--- config.mk ---
export PLATFORM = sky130hd
export DESIGN_NAME = midi_track_event_parser
export DESIGN_NICKNAME = d
export VERILOG_FILES = /design/src/hdl/mtep_pkg.sv /design/src/hdl/midi_track_event_parser.sv /design/src/hdl/mtep_front.sv /design/src/hdl/mtep_fifo.sv /design/src/hdl/mtep_back.sv
export SDC_FILE = /design/constraint.sdc
export NUM_CORES = 1
export LEC_CHECK = 0
export ABC_AREA = 1
export BUFFER_PORTS_ARGS = -buffer_cell sky130_fd_sc_hd__buf_2
export CAP_MARGIN = 20
export CORE_ASPECT_RATIO = 1.4
export CORE_MARGIN = 3
export CORE_UTILIZATION = 45
export DETAILED_ROUTE_END_ITERATION = 10
export PLACE_DENSITY_LB_ADDON = 0.15
export SLEW_MARGIN = 10
export SYNTH_ARGS = -nofsm -noshare
export SYNTH_HDL_FRONTEND = slang
export SYNTH_SLANG_ARGS = --single-unit
--- constraint.sdc ---
create_clock -name clk -period 9.3 [get_ports clk]
set_clock_uncertainty 0.1 [all_clocks]
set_input_delay 0.465 -clock clk [delete_from_list [all_inputs] [get_ports clk]]
set_output_delay 0.465 -clock clk [all_outputs]
set_load 0.02 [all_outputs]
--- src/hdl/mtep_pkg.sv ---
// Shared types, codes and constants of the MIDI track event parser.
package mtep_pkg;

	// Parameter defaults
	localparam int TIME_WIDTH_DEF = 32;
	localparam int FIFO_DEPTH_DEF = 4;

	// Field widths
	localparam int VLQ_W = 28;

	// Byte codes
	localparam logic [7:0] DATA_MASK   = 8'h7f;
	localparam logic [7:0] STATUS_BIT  = 8'h80;
	localparam logic [7:0] SYSEX_START = 8'hf0;
	localparam logic [7:0] SYSEX_ESC   = 8'hf7;
	localparam logic [7:0] META_STATUS = 8'hff;
	localparam logic [3:0] PROG_HI     = 4'hc;
	localparam logic [3:0] CHPRESS_HI  = 4'hd;

	// Register reset values and paddr[2] register selects
	localparam logic [9:0] MAX_PAYLOAD_RST = 10'd370;
	localparam logic [1:0] TIME_SHIFT_RST  = 2'd1;
	localparam logic       REG_MAX_PAYLOAD = 1'b0;
	localparam logic       REG_TIME_SHIFT  = 1'b1;

	// Result kinds
	localparam logic [2:0] KIND_CHANNEL  = 3'd0;
	localparam logic [2:0] KIND_META     = 3'd1;
	localparam logic [2:0] KIND_SYSEX    = 3'd2;
	localparam logic [2:0] KIND_PAYLOAD  = 3'd3;
	localparam logic [2:0] KIND_OVERSIZE = 3'd4;
	localparam logic [2:0] KIND_UNKNOWN  = 3'd5;
	localparam logic [2:0] KIND_NO_RS    = 3'd6;

	// Parser phase, one-hot
	typedef enum logic [6:0] {
		PH_DELTA   = 7'b0000001,
		PH_STATUS  = 7'b0000010,
		PH_DATA1   = 7'b0000100,
		PH_DATA2   = 7'b0001000,
		PH_MTYPE   = 7'b0010000,
		PH_LEN     = 7'b0100000,
		PH_PAYLOAD = 7'b1000000
	} phase_t;

	// Event record passed from parser to output stage
	typedef struct packed {
		logic [2:0]       kind;
		logic [31:0]      event_time;
		logic [7:0]       status_byte;
		logic [7:0]       first_data;
		logic [7:0]       second_data;
		logic [VLQ_W-1:0] length;
		logic             last;
	} rec_t;

	// Configuration seen by the parser
	typedef struct packed {
		logic [9:0] max_payload;
		logic [1:0] time_shift;
	} cfg_t;

	// Program change and channel pressure carry one data byte
	function automatic logic two_byte_status(input logic [7:0] st);
		return (st[7:4] == PROG_HI) || (st[7:4] == CHPRESS_HI);
	endfunction

endpackage

--- src/hdl/midi_track_event_parser.sv ---
// An event is queued as its last byte is taken, then moves to the free result register.
// Throughput: one track byte per cycle while the event queue is not full.
// A four-entry event queue lets the parser keep taking bytes while a result waits.
// Reset (arst_n low) clears parser phase, time, running status, the queue and the
// output valid; max_payload returns to 370 and time_shift to 1.
module midi_track_event_parser #(
	parameter int TIME_WIDTH = mtep_pkg::TIME_WIDTH_DEF,
	parameter int FIFO_DEPTH = mtep_pkg::FIFO_DEPTH_DEF
) (
	input  logic        clk,
	input  logic        arst_n,
	input  logic        in_valid,
	output logic        in_ready,
	input  logic [7:0]  track_byte,
	input  logic        track_start,
	output logic        out_valid,
	input  logic        out_ready,
	output logic [2:0]  kind,
	output logic [31:0] event_time,
	output logic [7:0]  status_byte,
	output logic [7:0]  first_data,
	output logic [7:0]  second_data,
	output logic [9:0]  msg_length,
	output logic        last,
	input  logic        psel,
	input  logic        penable,
	input  logic        pwrite,
	input  logic [2:0]  paddr,
	input  logic [31:0] pwdata,
	output logic [31:0] prdata,
	output logic        pready
);
	import mtep_pkg::*;

	cfg_t cfg_q;
	rec_t front_rec, q_rec;
	logic front_valid, q_full, q_valid, q_pop, cfg_wr;

	// Configuration registers
	assign pready = 1'b1;
	assign cfg_wr = psel && penable && pwrite;

	always_ff @(posedge clk or negedge arst_n) begin
		if (!arst_n) begin
			cfg_q.max_payload <= MAX_PAYLOAD_RST;
			cfg_q.time_shift  <= TIME_SHIFT_RST;
		end else if (cfg_wr) begin
			if (paddr[2] == REG_MAX_PAYLOAD)
				cfg_q.max_payload <= pwdata[9:0];
			else
				cfg_q.time_shift <= pwdata[1:0];
		end
	end

	assign prdata = (paddr[2] == REG_TIME_SHIFT) ? 32'(cfg_q.time_shift)
	                                             : 32'(cfg_q.max_payload);

	assign in_ready = !q_full;

	mtep_front #(
		.TIME_WIDTH(TIME_WIDTH)
	) u_front (
		.clk        (clk),
		.arst_n     (arst_n),
		.in_valid   (in_valid),
		.in_ready   (in_ready),
		.track_byte (track_byte),
		.track_start(track_start),
		.cfg        (cfg_q),
		.rec_valid  (front_valid),
		.rec        (front_rec)
	);

	mtep_fifo #(
		.DEPTH(FIFO_DEPTH)
	) u_fifo (
		.clk      (clk),
		.arst_n   (arst_n),
		.wr_en    (front_valid),
		.wr_data  (front_rec),
		.full     (q_full),
		.rd_en    (q_pop),
		.not_empty(q_valid),
		.rd_data  (q_rec)
	);

	mtep_back u_back (
		.clk        (clk),
		.arst_n     (arst_n),
		.q_valid    (q_valid),
		.q_rec      (q_rec),
		.q_pop      (q_pop),
		.out_valid  (out_valid),
		.out_ready  (out_ready),
		.kind       (kind),
		.event_time (event_time),
		.status_byte(status_byte),
		.first_data (first_data),
		.second_data(second_data),
		.msg_length (msg_length),
		.last       (last)
	);

endmodule

--- src/hdl/mtep_front.sv ---
// Parser front end: delta time decode, running status and event classification.
module mtep_front #(
	parameter int TIME_WIDTH = mtep_pkg::TIME_WIDTH_DEF
) (
	input  logic          clk,
	input  logic          arst_n,
	input  logic          in_valid,
	input  logic          in_ready,
	input  logic [7:0]    track_byte,
	input  logic          track_start,
	input  mtep_pkg::cfg_t cfg,
	output logic          rec_valid,
	output mtep_pkg::rec_t rec
);
	import mtep_pkg::*;

	phase_t                phase_q, phase_d, cur_phase;
	logic [VLQ_W-1:0]      vlq_q, vlq_d, cur_vlq, vlq_shift;
	logic [7:0]            run_q, run_d;
	logic [7:0]            stat_q, stat_d;
	logic [7:0]            held_q, held_d;
	logic [TIME_WIDTH-1:0] time_q, time_d, cur_time;
	logic [VLQ_W-1:0]      left_q, left_d, left_dec;
	logic                  skip_q, skip_d;
	logic [30:0]           delta_scaled;
	logic                  in_fire, emit, over;

	assign in_fire = in_valid && in_ready;

	// Track start wipes the control state ahead of this byte
	assign cur_phase    = track_start ? PH_DELTA : phase_q;
	assign cur_vlq      = track_start ? '0 : vlq_q;
	assign cur_time     = track_start ? '0 : time_q;
	assign vlq_shift    = {cur_vlq[VLQ_W-8:0], track_byte[6:0] & DATA_MASK[6:0]};
	assign delta_scaled = 31'(vlq_shift) << cfg.time_shift;
	assign left_dec     = left_q - VLQ_W'(1);
	assign over         = vlq_shift > VLQ_W'(cfg.max_payload);

	// Phase decode and record build
	always_comb begin
		phase_d = PH_DELTA;
		vlq_d   = cur_vlq;
		run_d   = track_start ? '0 : run_q;
		stat_d  = stat_q;
		held_d  = held_q;
		time_d  = cur_time;
		left_d  = left_q;
		skip_d  = skip_q;
		emit    = 1'b0;
		rec             = '0;
		rec.event_time  = 32'(time_q);
		rec.status_byte = stat_q;
		case (cur_phase)
			PH_STATUS: begin
				if (!track_byte[7]) begin
					if (run_q == '0) begin
						emit            = 1'b1;
						rec.kind        = KIND_NO_RS;
						rec.status_byte = '0;
						rec.first_data  = track_byte;
					end else begin
						stat_d = run_q;
						if (two_byte_status(run_q)) begin
							emit            = 1'b1;
							rec.kind        = KIND_CHANNEL;
							rec.status_byte = run_q;
							rec.first_data  = track_byte;
							rec.length      = VLQ_W'(2);
						end else begin
							held_d  = track_byte;
							phase_d = PH_DATA2;
						end
					end
				end else if (track_byte < SYSEX_START) begin
					run_d   = track_byte;
					stat_d  = track_byte;
					phase_d = PH_DATA1;
				end else if (track_byte == META_STATUS) begin
					stat_d  = track_byte;
					phase_d = PH_MTYPE;
				end else if (track_byte == SYSEX_START || track_byte == SYSEX_ESC) begin
					stat_d  = track_byte;
					held_d  = '0;
					vlq_d   = '0;
					phase_d = PH_LEN;
				end else begin
					// unknown status: resync on the next delta time
					emit            = 1'b1;
					rec.kind        = KIND_UNKNOWN;
					rec.status_byte = track_byte;
				end
			end
			PH_DATA1: begin
				if (two_byte_status(stat_q)) begin
					emit           = 1'b1;
					rec.kind       = KIND_CHANNEL;
					rec.first_data = track_byte;
					rec.length     = VLQ_W'(2);
				end else begin
					held_d  = track_byte;
					phase_d = PH_DATA2;
				end
			end
			PH_DATA2: begin
				emit            = 1'b1;
				rec.kind        = KIND_CHANNEL;
				rec.first_data  = held_q;
				rec.second_data = track_byte;
				rec.length      = VLQ_W'(3);
			end
			PH_MTYPE: begin
				held_d  = track_byte;
				vlq_d   = '0;
				phase_d = PH_LEN;
			end
			PH_LEN: begin
				vlq_d = vlq_shift;
				if (track_byte[7]) begin
					phase_d = PH_LEN;
				end else begin
					vlq_d          = '0;
					left_d         = vlq_shift;
					skip_d         = over;
					phase_d        = (vlq_shift == '0) ? PH_DELTA : PH_PAYLOAD;
					emit           = 1'b1;
					rec.first_data = held_q;
					rec.length     = vlq_shift;
					if (over)
						rec.kind = KIND_OVERSIZE;
					else if (stat_q == META_STATUS)
						rec.kind = KIND_META;
					else
						rec.kind = KIND_SYSEX;
				end
			end
			PH_PAYLOAD: begin
				left_d         = left_dec;
				emit           = !skip_q;
				rec.kind       = KIND_PAYLOAD;
				rec.first_data = track_byte;
				if (left_dec == '0) begin
					skip_d   = 1'b0;
					rec.last = 1'b1;
				end else begin
					phase_d = PH_PAYLOAD;
				end
			end
			default: begin
				// delta time, seven bits a byte
				vlq_d = vlq_shift;
				if (!track_byte[7]) begin
					time_d  = cur_time + TIME_WIDTH'(delta_scaled);
					vlq_d   = '0;
					phase_d = PH_STATUS;
				end
			end
		endcase
	end

	assign rec_valid = in_fire && emit;

	// Control state
	always_ff @(posedge clk or negedge arst_n) begin
		if (!arst_n) begin
			phase_q <= PH_DELTA;
			vlq_q   <= '0;
			run_q   <= '0;
			time_q  <= '0;
			skip_q  <= 1'b0;
		end else if (in_fire) begin
			phase_q <= phase_d;
			vlq_q   <= vlq_d;
			run_q   <= run_d;
			time_q  <= time_d;
			skip_q  <= skip_d;
		end
	end

	// Event context, always written before it is read
	always_ff @(posedge clk) begin
		if (in_fire) begin
			stat_q <= stat_d;
			held_q <= held_d;
			left_q <= left_d;
		end
	end

endmodule

--- src/hdl/mtep_fifo.sv ---
// Short event queue between the parser and the output stage.
module mtep_fifo #(
	parameter int DEPTH = mtep_pkg::FIFO_DEPTH_DEF
) (
	input  logic           clk,
	input  logic           arst_n,
	input  logic           wr_en,
	input  mtep_pkg::rec_t wr_data,
	output logic           full,
	input  logic           rd_en,
	output logic           not_empty,
	output mtep_pkg::rec_t rd_data
);
	import mtep_pkg::*;

	localparam int PTR_W = $clog2(DEPTH);
	localparam int CNT_W = $clog2(DEPTH + 1);

	rec_t             mem_q [DEPTH];
	logic [PTR_W-1:0] wr_ptr_q, rd_ptr_q;
	logic [CNT_W-1:0] count_q;
	logic             do_wr, do_rd;

	assign full      = count_q == CNT_W'(DEPTH);
	assign not_empty = count_q != '0;
	assign do_wr     = wr_en && !full;
	assign do_rd     = rd_en && not_empty;
	assign rd_data   = mem_q[rd_ptr_q];

	// Storage
	always_ff @(posedge clk) begin
		if (do_wr)
			mem_q[wr_ptr_q] <= wr_data;
	end

	// Pointers and fill count
	always_ff @(posedge clk or negedge arst_n) begin
		if (!arst_n) begin
			wr_ptr_q <= '0;
			rd_ptr_q <= '0;
			count_q  <= '0;
		end else begin
			if (do_wr)
				wr_ptr_q <= (wr_ptr_q == PTR_W'(DEPTH - 1)) ? '0 : wr_ptr_q + PTR_W'(1);
			if (do_rd)
				rd_ptr_q <= (rd_ptr_q == PTR_W'(DEPTH - 1)) ? '0 : rd_ptr_q + PTR_W'(1);
			if (do_wr && !do_rd)
				count_q <= count_q + CNT_W'(1);
			else if (do_rd && !do_wr)
				count_q <= count_q - CNT_W'(1);
		end
	end

endmodule

--- src/hdl/mtep_back.sv ---
// Output stage: formats queued events and holds the result register.
module mtep_back (
	input  logic           clk,
	input  logic           arst_n,
	input  logic           q_valid,
	input  mtep_pkg::rec_t q_rec,
	output logic           q_pop,
	output logic           out_valid,
	input  logic           out_ready,
	output logic [2:0]     kind,
	output logic [31:0]    event_time,
	output logic [7:0]     status_byte,
	output logic [7:0]     first_data,
	output logic [7:0]     second_data,
	output logic [9:0]     msg_length,
	output logic           last
);
	import mtep_pkg::*;

	logic       valid_q;
	logic [9:0] len_sat;

	assign q_pop     = q_valid && (!valid_q || out_ready);
	assign out_valid = valid_q;

	// Length saturates at the field's top
	assign len_sat = (q_rec.length > VLQ_W'(10'h3ff)) ? 10'h3ff : q_rec.length[9:0];

	always_ff @(posedge clk or negedge arst_n) begin
		if (!arst_n)
			valid_q <= 1'b0;
		else if (q_pop)
			valid_q <= 1'b1;
		else if (out_ready)
			valid_q <= 1'b0;
	end

	// Result beat register
	always_ff @(posedge clk) begin
		if (q_pop) begin
			kind        <= q_rec.kind;
			event_time  <= q_rec.event_time;
			status_byte <= q_rec.status_byte;
			first_data  <= q_rec.first_data;
			second_data <= q_rec.second_data;
			msg_length  <= len_sat;
			last        <= q_rec.last;
		end
	end

endmodule

==> run_results.csv, run 1 <==
group,metric,value,unit
clocking,clock-sinks,555,
logic_synthesis,ys_seq_area_frac,0.633,
logic_synthesis,ys_warn_count,0,
floorplan,pin_count,156,
power,internal-power,4.96,mW
clocking,h-tree-depth,2,
power,p_per_area,261,nW/um^2
timing,slew_violations,0,
min_path,min_path_type,"input pin to flip-flop",
clocking,cts_buffers,52,
floorplan,core_area,55900,sq um
outcome,status,"complete, no violations",
logic_synthesis,syn_inst,2435,
setup_path,crit_type,"flip-flop to flip-flop",
grt,overflow,0,
logic_synthesis,netlist_area,25600,sq um
setup_path,crit_path_start_kind,"flip-flop",
setup_path,cp_slowest_cell,"dfstp_2",
setup_path,critical_path.cell_chain,"inv_1 -> o21ai_0 -> mux2i_1 -> ha_1 -> nand2_1 -> nor2_1 -> inv_1 -> o21ai_0 -> a21boi_0 -> o21ai_0 -> o21ai_0 -> o21ai_1",
logic_synthesis,synth.distinct_cells,67,
clocking,cts-root-buf,"clkbuf_16",
logic_synthesis,yosys_register_bits,555,
grt,grt_pass1_vias,17650,
power,power_frac_seq,0.441,
final_layout,area_growth,12.1,%
logic_synthesis,synth_area_leader_cell,"edfxtp_1",
detailed_routing,wl,66300,um
detailed_routing,wire_per_inst,20.0,um
placed_design,place_worst_setup_slack,4640,ps
timing,setup_viol,0,
floorplan,die_h,288,um
placed_design,dp_hpwl,44000,um
logic_synthesis,ys_async_sr_fraction,0.160,
timing,fmax,235,MHz
final_layout,diodes,0,
setup_path,endpoint_kind,"flip-flop",
timing,fin_hold_ws,50.3,ps
detailed_routing,drt_iter0_markers,1174,
job,cap_viol_max_count,0,
clocking,clk_path_buf_depth,3,
placed_design,placed_cell_area,26900,sq um
timing,post-route-period-util,0.458,
timing,final.setup.worst_slack,5040,ps
logic_synthesis,ys.flop_type,"edfxtp_1",
logic_synthesis,synth-edff-count,466,
final_layout,fin_area,28800,sq um
setup_path,required,9720,ps
power,clkPwrFrac,0.290,
grt,grt_max_degree,78,
power,peakVddDrop,165,uV
power,p_comb_frac,0.269,
final_layout,drive_gt1_frac,0.115,
clocking,cts_setup_buffers,0,
grt,use_met3,0.0244,
floorplan,start_util,0.459,
placed_design,port_buffers,108,
detailed_routing,viasPerCell,5.47,
timing,worst_slew_pin_slew,903,ps
floorplan,die_width,208,um
final_layout,finish.utilization,0.514,
timing,timing.slew.headroom,0.398,
power,power.total,7.51,mW
final_layout,fin_cells,3310,
grt,grtUsageTotal,0.219,
detailed_routing,first_pass_iters,6,
logic_synthesis,synth_commonest_cells,"466 x edfxtp_1, 397 x nor2_1, 335 x nand2_1, 298 x o21ai_0, 195 x inv_1",
setup_path,cpMostUsedCell,"o21ai_0",
floorplan,die_area,59900,sq um
logic_synthesis,yosysTopAreaCellShare,0.546,
placed_design,placed_cells,3200,
timing,hold_viol,0,
grt,grt.busiest_layer,"met2",
detailed_routing,drt.antenna.violating_nets,0,
logic_synthesis,synth.most_common_cell,"edfxtp_1",
detailed_routing,drc,0,
final_layout,layout.nets,2641,
grt,grtUsageMet2,0.392,
clocking,clkTransAtPathRegs,60,ps
power,switching_power,2.55,mW
clocking,ctsResizeCount,0,
clocking,cts_hold_buf,11,
logic_synthesis,synthTopCellsByArea,"edfxtp_1 55%, dfrtp_1 8.0%, o21ai_0 5.8%",
timing,fin_crit,4260,ps
timing,rsz0062_at_grt,"false",
power,p_sw_frac,0.340,
detailed_routing,via_count,18107,
setup_path,critPathArrivalTime,4680,ps
grt,grt_pass1_wl,102000,um
power,leakagePower,10.9,nW
grt,antenna_found_initial,0,
grt,use_met1,0.280,
timing,fin_tns_setup,0,ps
clocking,cts_tree,"built",
setup_path,cp_max_fo,31,
placed_design,gp_congestion,0.945,
floorplan,rows,102,
logic_synthesis,synth_area_per_cell,10.5,sq um
setup_path,slowest_delay,840,ps
clocking,clock_latency,600,ps
==> path summary, 6_finish.rpt <==
kind	end	cells after the start	slack, ps	startpoint
setup / recovery	u_front.time_q[22]$_DFFE_PN0P_	12	5040	cfg_q[0]$_DFFE_PN1P_
hold / removal	cfg_q[7]$_DFFE_PN1P_	3	50	pwdata[5]
setup reg to reg	u_front.time_q[22]$_DFFE_PN0P_	12	5040	cfg_q[0]$_DFFE_PN1P_
hold reg to reg	cfg_q[3]$_DFFE_PN1P_	2	390	cfg_q[3]$_DFFE_PN1P_
max in group asynchronous	u_front.vlq_q[18]$_DFFE_PN0P_	3	7610	arst_n
min in group asynchronous	u_front.time_q[16]$_DFFE_PN0P_	2	340	arst_n
==> logic make-up after synthesis <==
family / share of synthesized area
AOI/OAI and AO/OA: 0.118
xor gates and xnor gates: 0.00990
adders and majority gates: 0.0255
buffers and inverters: 0.0550
DFF: 0.633
muxes: 0.00585
other: 0.000293
and+or+nand+nor: 0.153
==> routing by layer <==
layer	vias up	wire length, um
li1	8677	-
met2	465	33600
met5	-	0
met1	8855	27900
met3	110	2750
met4	0	1980
==> power groups by stage <==
| stage | sequential, mW | clock, mW | combinational, mW |
|---|---|---|---|
| after floorplan | 3.51 | 0 | 1.20 |
| after global placement | 3.36 | 0 | 2.00 |
| after detailed placement | 3.37 | 0 | 2.03 |
| after CTS | 3.32 | 2.23 | 2.05 |
| after global routing | 3.35 | 2.33 | 2.25 |
| final | 3.31 | 2.18 | 2.02 |
==> final cells by class <==
class | count | area (sq um)
inverter | 212 | 815
timing repair buffer | 148 | 888
fill | 4980 | 27100
clock inverter | 25 | 283
multi-input combinational | 1570 | 8150
tap | 728 | 911
clock buffer | 72 | 1480
sequential | 555 | 16200
==> state kept, by name, summed over array words and instances, names as in the netlist, 10 cells and up <==
register           count
u_fifo.mem_q         352
cfg_q                 12
u_back.event_time     32
u_front.vlq_q         21
u_front.time_q        32
u_back.msg_length     10
u_front.left_q        28
==> placed cells by master, fill, tap and decap left out, types with 7 or more instances in the layout <==
cell / n
dfrtp_1: 80
buf_4: 28
nand3_1: 64
mux2i_1: 15
nor2_1: 393
nand4_1: 18
nor3_1: 35
clkbuf_1: 13
o21ai_1: 29
dlygate4sd3_1: 11
nor4_1: 18
conb_1: 23
edfxtp_1: 466
dfstp_2: 7
nand2_4: 7
clkinv_2: 9
a21oi_1: 70
inv_1: 195
ha_1: 49
o21ai_0: 298
nor2_4: 12
inv_2: 9
xor2_1: 17
xnor2_1: 12
o221ai_1: 14
o22ai_1: 77
nand2_1: 335
clkbuf_16: 55
buf_2: 107
==> critical path: cells and delay by family (launching register included) <==
family	cells	cell delay (ps)
mux	1	150
buf+inv	2	570
compound gates	6	1880
fa+ha+maj	1	390
flops	1	840
simple gates	2	230
No activity file was read; power rests on OpenSTA's default activity.
==> inputs of run 2 (changes only) <==
Clock period 9.3 ns to 3.95 ns, I/O delays scaled along.
==> run 2 against run 1 <==
  * Die area did not move
  * Worst setup slack got worse by 4600 ps
  * Global-route usage rose by 0.52 points
  * Utilization rose by 0.96 points
  * Total power rose by 140%
  * Count of clock-buffer cells in the layout fell by 5
  * Cell count rose by 1.8%
  * Critical path depth rose by 1
  * Clock power rose by 130%
  * Sequential cell count did not move
  * Register-to-register slack got worse by 4600 ps
  * Sequential share of layout area fell by 1.0 points
  * Critical path type unchanged
  * Critical endpoint unchanged
==> run_results.csv, run 2 (same netlist as run 1, synthesis figures left out) <==
group,metric,value,unit
power,leakagePower,11.1,nW
timing,hold_viol,0,
grt,grt_max_degree,93,
timing,fin_crit,3510,ps
setup_path,reg2reg_depth,13,
setup_path,regToRegSetupSlack,440,ps
clocking,clk_path_buf_depth,3,
timing,worst_slew_pin_slew,944,ps
min_path,min_path_type,"input pin to flip-flop",
timing,rsz0062_at_grt,"false",
power,p_per_area,604,nW/um^2
power,peakVddDrop,499,uV
setup_path,critical_path.cell_chain,"inv_1 -> o21ai_0 -> o21ai_0 -> ha_1 -> nand2_1 -> inv_1 -> a21oi_1 -> nor2_1 -> nor2_1 -> a21boi_0 -> o21ai_0 -> o21ai_0 -> o21ai_1",
placed_design,placed_cell_area,27400,sq um
floorplan,core_area,55900,sq um
floorplan,pin_count,156,
floorplan,start_util,0.459,
clocking,cts_setup_buffers,0,
timing,slew_violations,0,
setup_path,required,4350,ps
detailed_routing,via_count,18369,
setup_path,crit_type,"flip-flop to flip-flop",
final_layout,fill_cells,4962,
clocking,cts_buffers,53,
setup_path,r2r-start,"cfg_q[0]$_DFFE_PN1P_",
detailed_routing,drt_iter0_markers,1215,
final_layout,fin_area,29300,sq um
setup_path,path_buf_inv,2,
placed_design,dp_hpwl,47300,um
floorplan,die_h,288,um
final_layout,finish.utilization,0.524,
clocking,cts_tree,"built",
min_path,holdPathStages,3,
floorplan,rows,102,
setup_path,crit_path_start_kind,"flip-flop",
min_path,holdPathEnd,"u_front.time_q[10]$_DFFE_PN0P_",
clocking,clock_latency,610,ps
timing,fin_hold_ws,55.4,ps
placed_design,gp_congestion,0.960,
job,cap_viol_max_count,0,
setup_path,cp_max_fo,31,
final_layout,reg_top3,"u_fifo.mem_q (352), u_back.event_time (32), u_front.time_q (32)",
placed_design,port_buffers,108,
detailed_routing,drc,0,
final_layout,drive_gt1_frac,0.129,
setup_path,slowest_delay,580,ps
min_path,hold_start,"track_byte[7]",
setup_path,critPathArrivalTime,3910,ps
timing,fin_tns_setup,0,ps
grt,grtUsageTotal,0.224,
setup_path,cp_slowest_cell,"inv_1",
timing,setup_viol,0,
detailed_routing,viasPerCell,5.45,
power,power.total,17.7,mW
clocking,h-tree-depth,2,
setup_path,critPathTopFamily,"compound AO/OA/AOI/OAI gates",
grt,grt_pass1_wl,104000,um
floorplan,die_area,59900,sq um
grt,overflow,0,
timing,final.setup.worst_slack,435,ps
setup_path,endpoint_kind,"flip-flop",
detailed_routing,drt.antenna.violating_nets,0,
detailed_routing,wl,68100,um
final_layout,area_growth,14.2,%
outcome,status,"complete, no violations",
placed_design,place_worst_setup_slack,462,ps
detailed_routing,wire_per_inst,20.2,um
final_layout,largest-register,"u_fifo.mem_q",
setup_path,reg2reg_to,"u_front.time_q[22]$_DFFE_PN0P_",
grt,antenna_found_initial,1,
floorplan,die_width,208,um
setup_path,path_depth,13,
timing,timing.slew.headroom,0.371,
final_layout,layout_commonest_cell,"edfxtp_1",
clocking,cts-root-buf,"clkbuf_16",
clocking,clkTransAtPathRegs,70,ps
placed_design,placed_cells,3249,
grt,grt_pass1_vias,18121,
timing,fmax,285,MHz
timing,post-route-period-util,0.890,
final_layout,largest_reg_flops,352,
clocking,clock-sinks,555,
final_layout,fin_cells,3370,
setup_path,cpMostUsedCell,"o21ai_0",
final_layout,diodes,0,
detailed_routing,first_pass_iters,5,
final_layout,layout.nets,2699,
final_layout,layout.cells.most_common_list,"466 x edfxtp_1, 393 x nor2_1, 335 x nand2_1",
run 2: power breakdown:
group	internal [mW]	switching, mW	total, mW
Combinational	1.43	3.54	4.97
Clock	2.77	2.22	4.99
Sequential	7.35	0.387	7.74
Total	11.5	6.15	17.7
run 2: worst reg2reg max path, stage by stage, from the launching register on:
cell,delay [ps]
dfstp_2,380
inv_1,580
o21ai_0,320
o21ai_0,290
ha_1,330
nand2_1,150
inv_1,50
a21oi_1,220
nor2_1,90
nor2_1,80
a21boi_0,320
o21ai_0,210
o21ai_0,200
o21ai_1,80
run 2: repair_timing:
item                                   4_1_cts  5_1_grt
hold buffers                                21        0
resized for setup                            0        0
endpoints found under the hold margin       80        0
run 2: worst max path at each step:
stage                                              start                        endpoint  slack, ps
after detailed placement                     track_start  u_front.time_q[22]$_DFFE_PN0P_        460
after floorplan           u_front.phase_q[4]$_DFFE_PN0P_    u_fifo.mem_q[0][0]$_DFFE_PP_       -400
final                               cfg_q[0]$_DFFE_PN1P_  u_front.time_q[22]$_DFFE_PN0P_        440
after global placement                       track_start  u_front.time_q[29]$_DFFE_PN0P_        470
after global routing                cfg_q[0]$_DFFE_PN1P_  u_front.time_q[22]$_DFFE_PN0P_        120
after CTS                           cfg_q[0]$_DFFE_PN1P_  u_front.time_q[22]$_DFFE_PN0P_        450
run 2: per-layer routing:
metal / vias up / wire length, um / track usage
li1: 8789 / - / -
met1: 8941 / 28200 / 0.281
met2: 506 / 33800 / 0.398
met3: 131 / 3370 / 0.0293
met4: 2 / 2740 / 0.0855
met5: - / 13 / 0
run 2: layout make-up:
type / count / area [sq um] / share of cell area
Clock buffer: 67 / 1420 / 0.0485
Multi-Input combinational cell: 1570 / 8150 / 0.278
Clock inverter: 33 / 284 / 0.00970
Inverter: 212 / 815 / 0.0278
Timing Repair Buffer: 205 / 1490 / 0.0507
Sequential cell: 555 / 16200 / 0.554
Tap cell: 728 / 911 / 0.0311
==> inputs of run 3 (changes only) <==
Clock period 3.95 ns to 3.72 ns, I/O delays scaled along.
==> run 3 against run 2 <==
  * Design area increased by 1.3%
  * Total power increased by 9.6%
  * Largest cell class unchanged
  * Wire length increased by 1.7%
  * Cell count increased by 0.59%
  * Count of clock-buffer cells in the layout decreased by 7
  * Die area unchanged
  * Worst hold slack improved by 5.2 ps
  * First-iteration DRC count increased by 0.58%
  * Sequential cell count unchanged
  * Maximum frequency increased by 2.7%
  * Clock power increased by 16%
==> run_results.csv, run 3 (same netlist as run 1, synthesis figures left out) <==
group,metric,value,unit
power,peakVddDrop,435,uV
clocking,cts_buffers,52,
floorplan,die_h,288,um
timing,fin_crit,3420,ps
clocking,clkTransAtPathRegs,80,ps
timing,fmax,292,MHz
grt,overflow,0,
grt,antenna_found_initial,0,
power,p_per_area,654,nW/um^2
floorplan,die_width,208,um
placed_design,placed_cells,3275,
setup_path,cp_max_fo,31,
clocking,cts_tree,"built",
setup_path,endpoint_kind,"flip-flop",
timing,worst_slew_pin_slew,943,ps
floorplan,rows,102,
grt,grt_pass1_wl,107000,um
detailed_routing,wl,69300,um
floorplan,pin_count,156,
setup_path,r2r-start,"cfg_q[0]$_DFFE_PN1P_",
final_layout,reg_top3,"u_fifo.mem_q (352), u_back.event_time (32), u_front.time_q (32)",
detailed_routing,wire_per_inst,20.4,um
timing,slew_violations,0,
placed_design,gp_congestion,0.956,
timing,timing.slew.headroom,0.372,
job,cap_viol_max_count,0,
setup_path,required,4110,ps
final_layout,diodes,0,
clocking,clk_path_buf_depth,3,
final_layout,layout.cells.most_common_list,"466 x edfxtp_1, 393 x nor2_1, 335 x nand2_1",
clocking,clock_latency,610,ps
final_layout,drive_gt1_frac,0.140,
final_layout,largest_reg_flops,352,
timing,fin_tns_setup,0,ps
detailed_routing,first_pass_iters,6,
detailed_routing,via_count,18425,
final_layout,area_growth,15.7,%
setup_path,crit_path_start_kind,"flip-flop",
timing,final.setup.worst_slack,299,ps
clocking,clock-sinks,555,
placed_design,dp_hpwl,48000,um
final_layout,layout_commonest_cell,"edfxtp_1",
clocking,cts-root-buf,"clkbuf_16",
grt,grt_max_degree,113,
power,leakagePower,11.3,nW
final_layout,fin_cells,3390,
detailed_routing,drt.antenna.violating_nets,0,
min_path,min_path_type,"input pin to flip-flop",
timing,post-route-period-util,0.920,
timing,rsz0062_at_grt,"true",
floorplan,core_area,55900,sq um
placed_design,port_buffers,108,
timing,setup_viol,0,
grt,grt_pass1_vias,18493,
placed_design,place_worst_setup_slack,334,ps
power,power.total,19.4,mW
final_layout,largest-register,"u_fifo.mem_q",
floorplan,start_util,0.459,
outcome,status,"complete, no violations",
final_layout,layout.nets,2722,
min_path,hold_start,"track_byte[2]",
detailed_routing,drc,0,
setup_path,crit_start,"cfg_q[0]$_DFFE_PN1P_",
setup_path,critPathArrivalTime,3810,ps
detailed_routing,viasPerCell,5.44,
clocking,h-tree-depth,2,
detailed_routing,drt_iter0_markers,1222,
final_layout,finish.utilization,0.531,
timing,hold_viol,0,
setup_path,crit_type,"flip-flop to flip-flop",
clocking,cts_setup_buffers,0,
grt,grtUsageTotal,0.229,
floorplan,die_area,59900,sq um
## run 3: routing by layer
| metal | share of wire | up-vias | GRT usage |
|---|---|---|---|
| met3 | 0.050 | 109 | 0.0293 |
| met1 | 0.42 | 8970 | 0.292 |
| met5 | 0 | - | 0 |
| met4 | 0.031 | 0 | 0.0719 |
| met2 | 0.50 | 510 | 0.409 |
| li1 | - | 8836 | - |
## run 3: final timing paths
path | slack (ps) | cells past startpoint | endpoint
min | 60 | 3 | u_front.left_q[2]$_DFFE_PP_
min in group asynchronous | 70 | 2 | u_fifo.count_q[1]$_DFFE_PN0P_
min reg2reg | 390 | 2 | cfg_q[3]$_DFFE_PN1P_
max in group asynchronous | 2520 | 3 | u_front.phase_q[0]$_DFFE_PN1P_
max reg2reg | 300 | 13 | u_front.time_q[20]$_DFFE_PN0P_
max | 300 | 13 | u_front.time_q[20]$_DFFE_PN0P_
## run 3: what timing repair did
item / in CTS / in global routing
endpoints found under the setup margin: 0 / 2
hold endpoints to repair: 65 / 0
hold buffers: 19 / 0
resized for setup: 0 / 5
## run 3: worst max-delay path, stage by stage (launching register included)
cell,delay [ps]
dfstp_2,550
clkinvlp_4,360
o21ai_0,400
mux2i_1,130
ha_1,410
a21oi_1,250
o21ai_0,160
a21oi_1,160
nand3_1,190
or2_2,320
nand3_1,60
o21ai_0,80
nand2_1,70
o21ai_0,70
## run 3: final cells by class
class,count,area [sq um]
fill,4952,26200
sequential,555,16200
multi-input combinational,1570,8150
timing repair buffer,229,1700
clock buffer,60,1350
tap,728,911
inverter,212,818
clock inverter,36,527
## run 3: power breakdown
part	switching [mW]	internal (mW)
Combinational	3.75	1.58
Sequential	0.478	7.80
Clock	2.33	3.46
## run 3: metrics by stage
step / instance area (sq um) / hold WS [ps]
6_report: 29700 / 60.6
5_1_grt: 29700 / 31.4
4_1_cts: 29700 / 22.6
3_5_place_dp: 27600 / 179
3_3_place_gp: 27600 / 189
2_1_floorplan: 25800 / -210
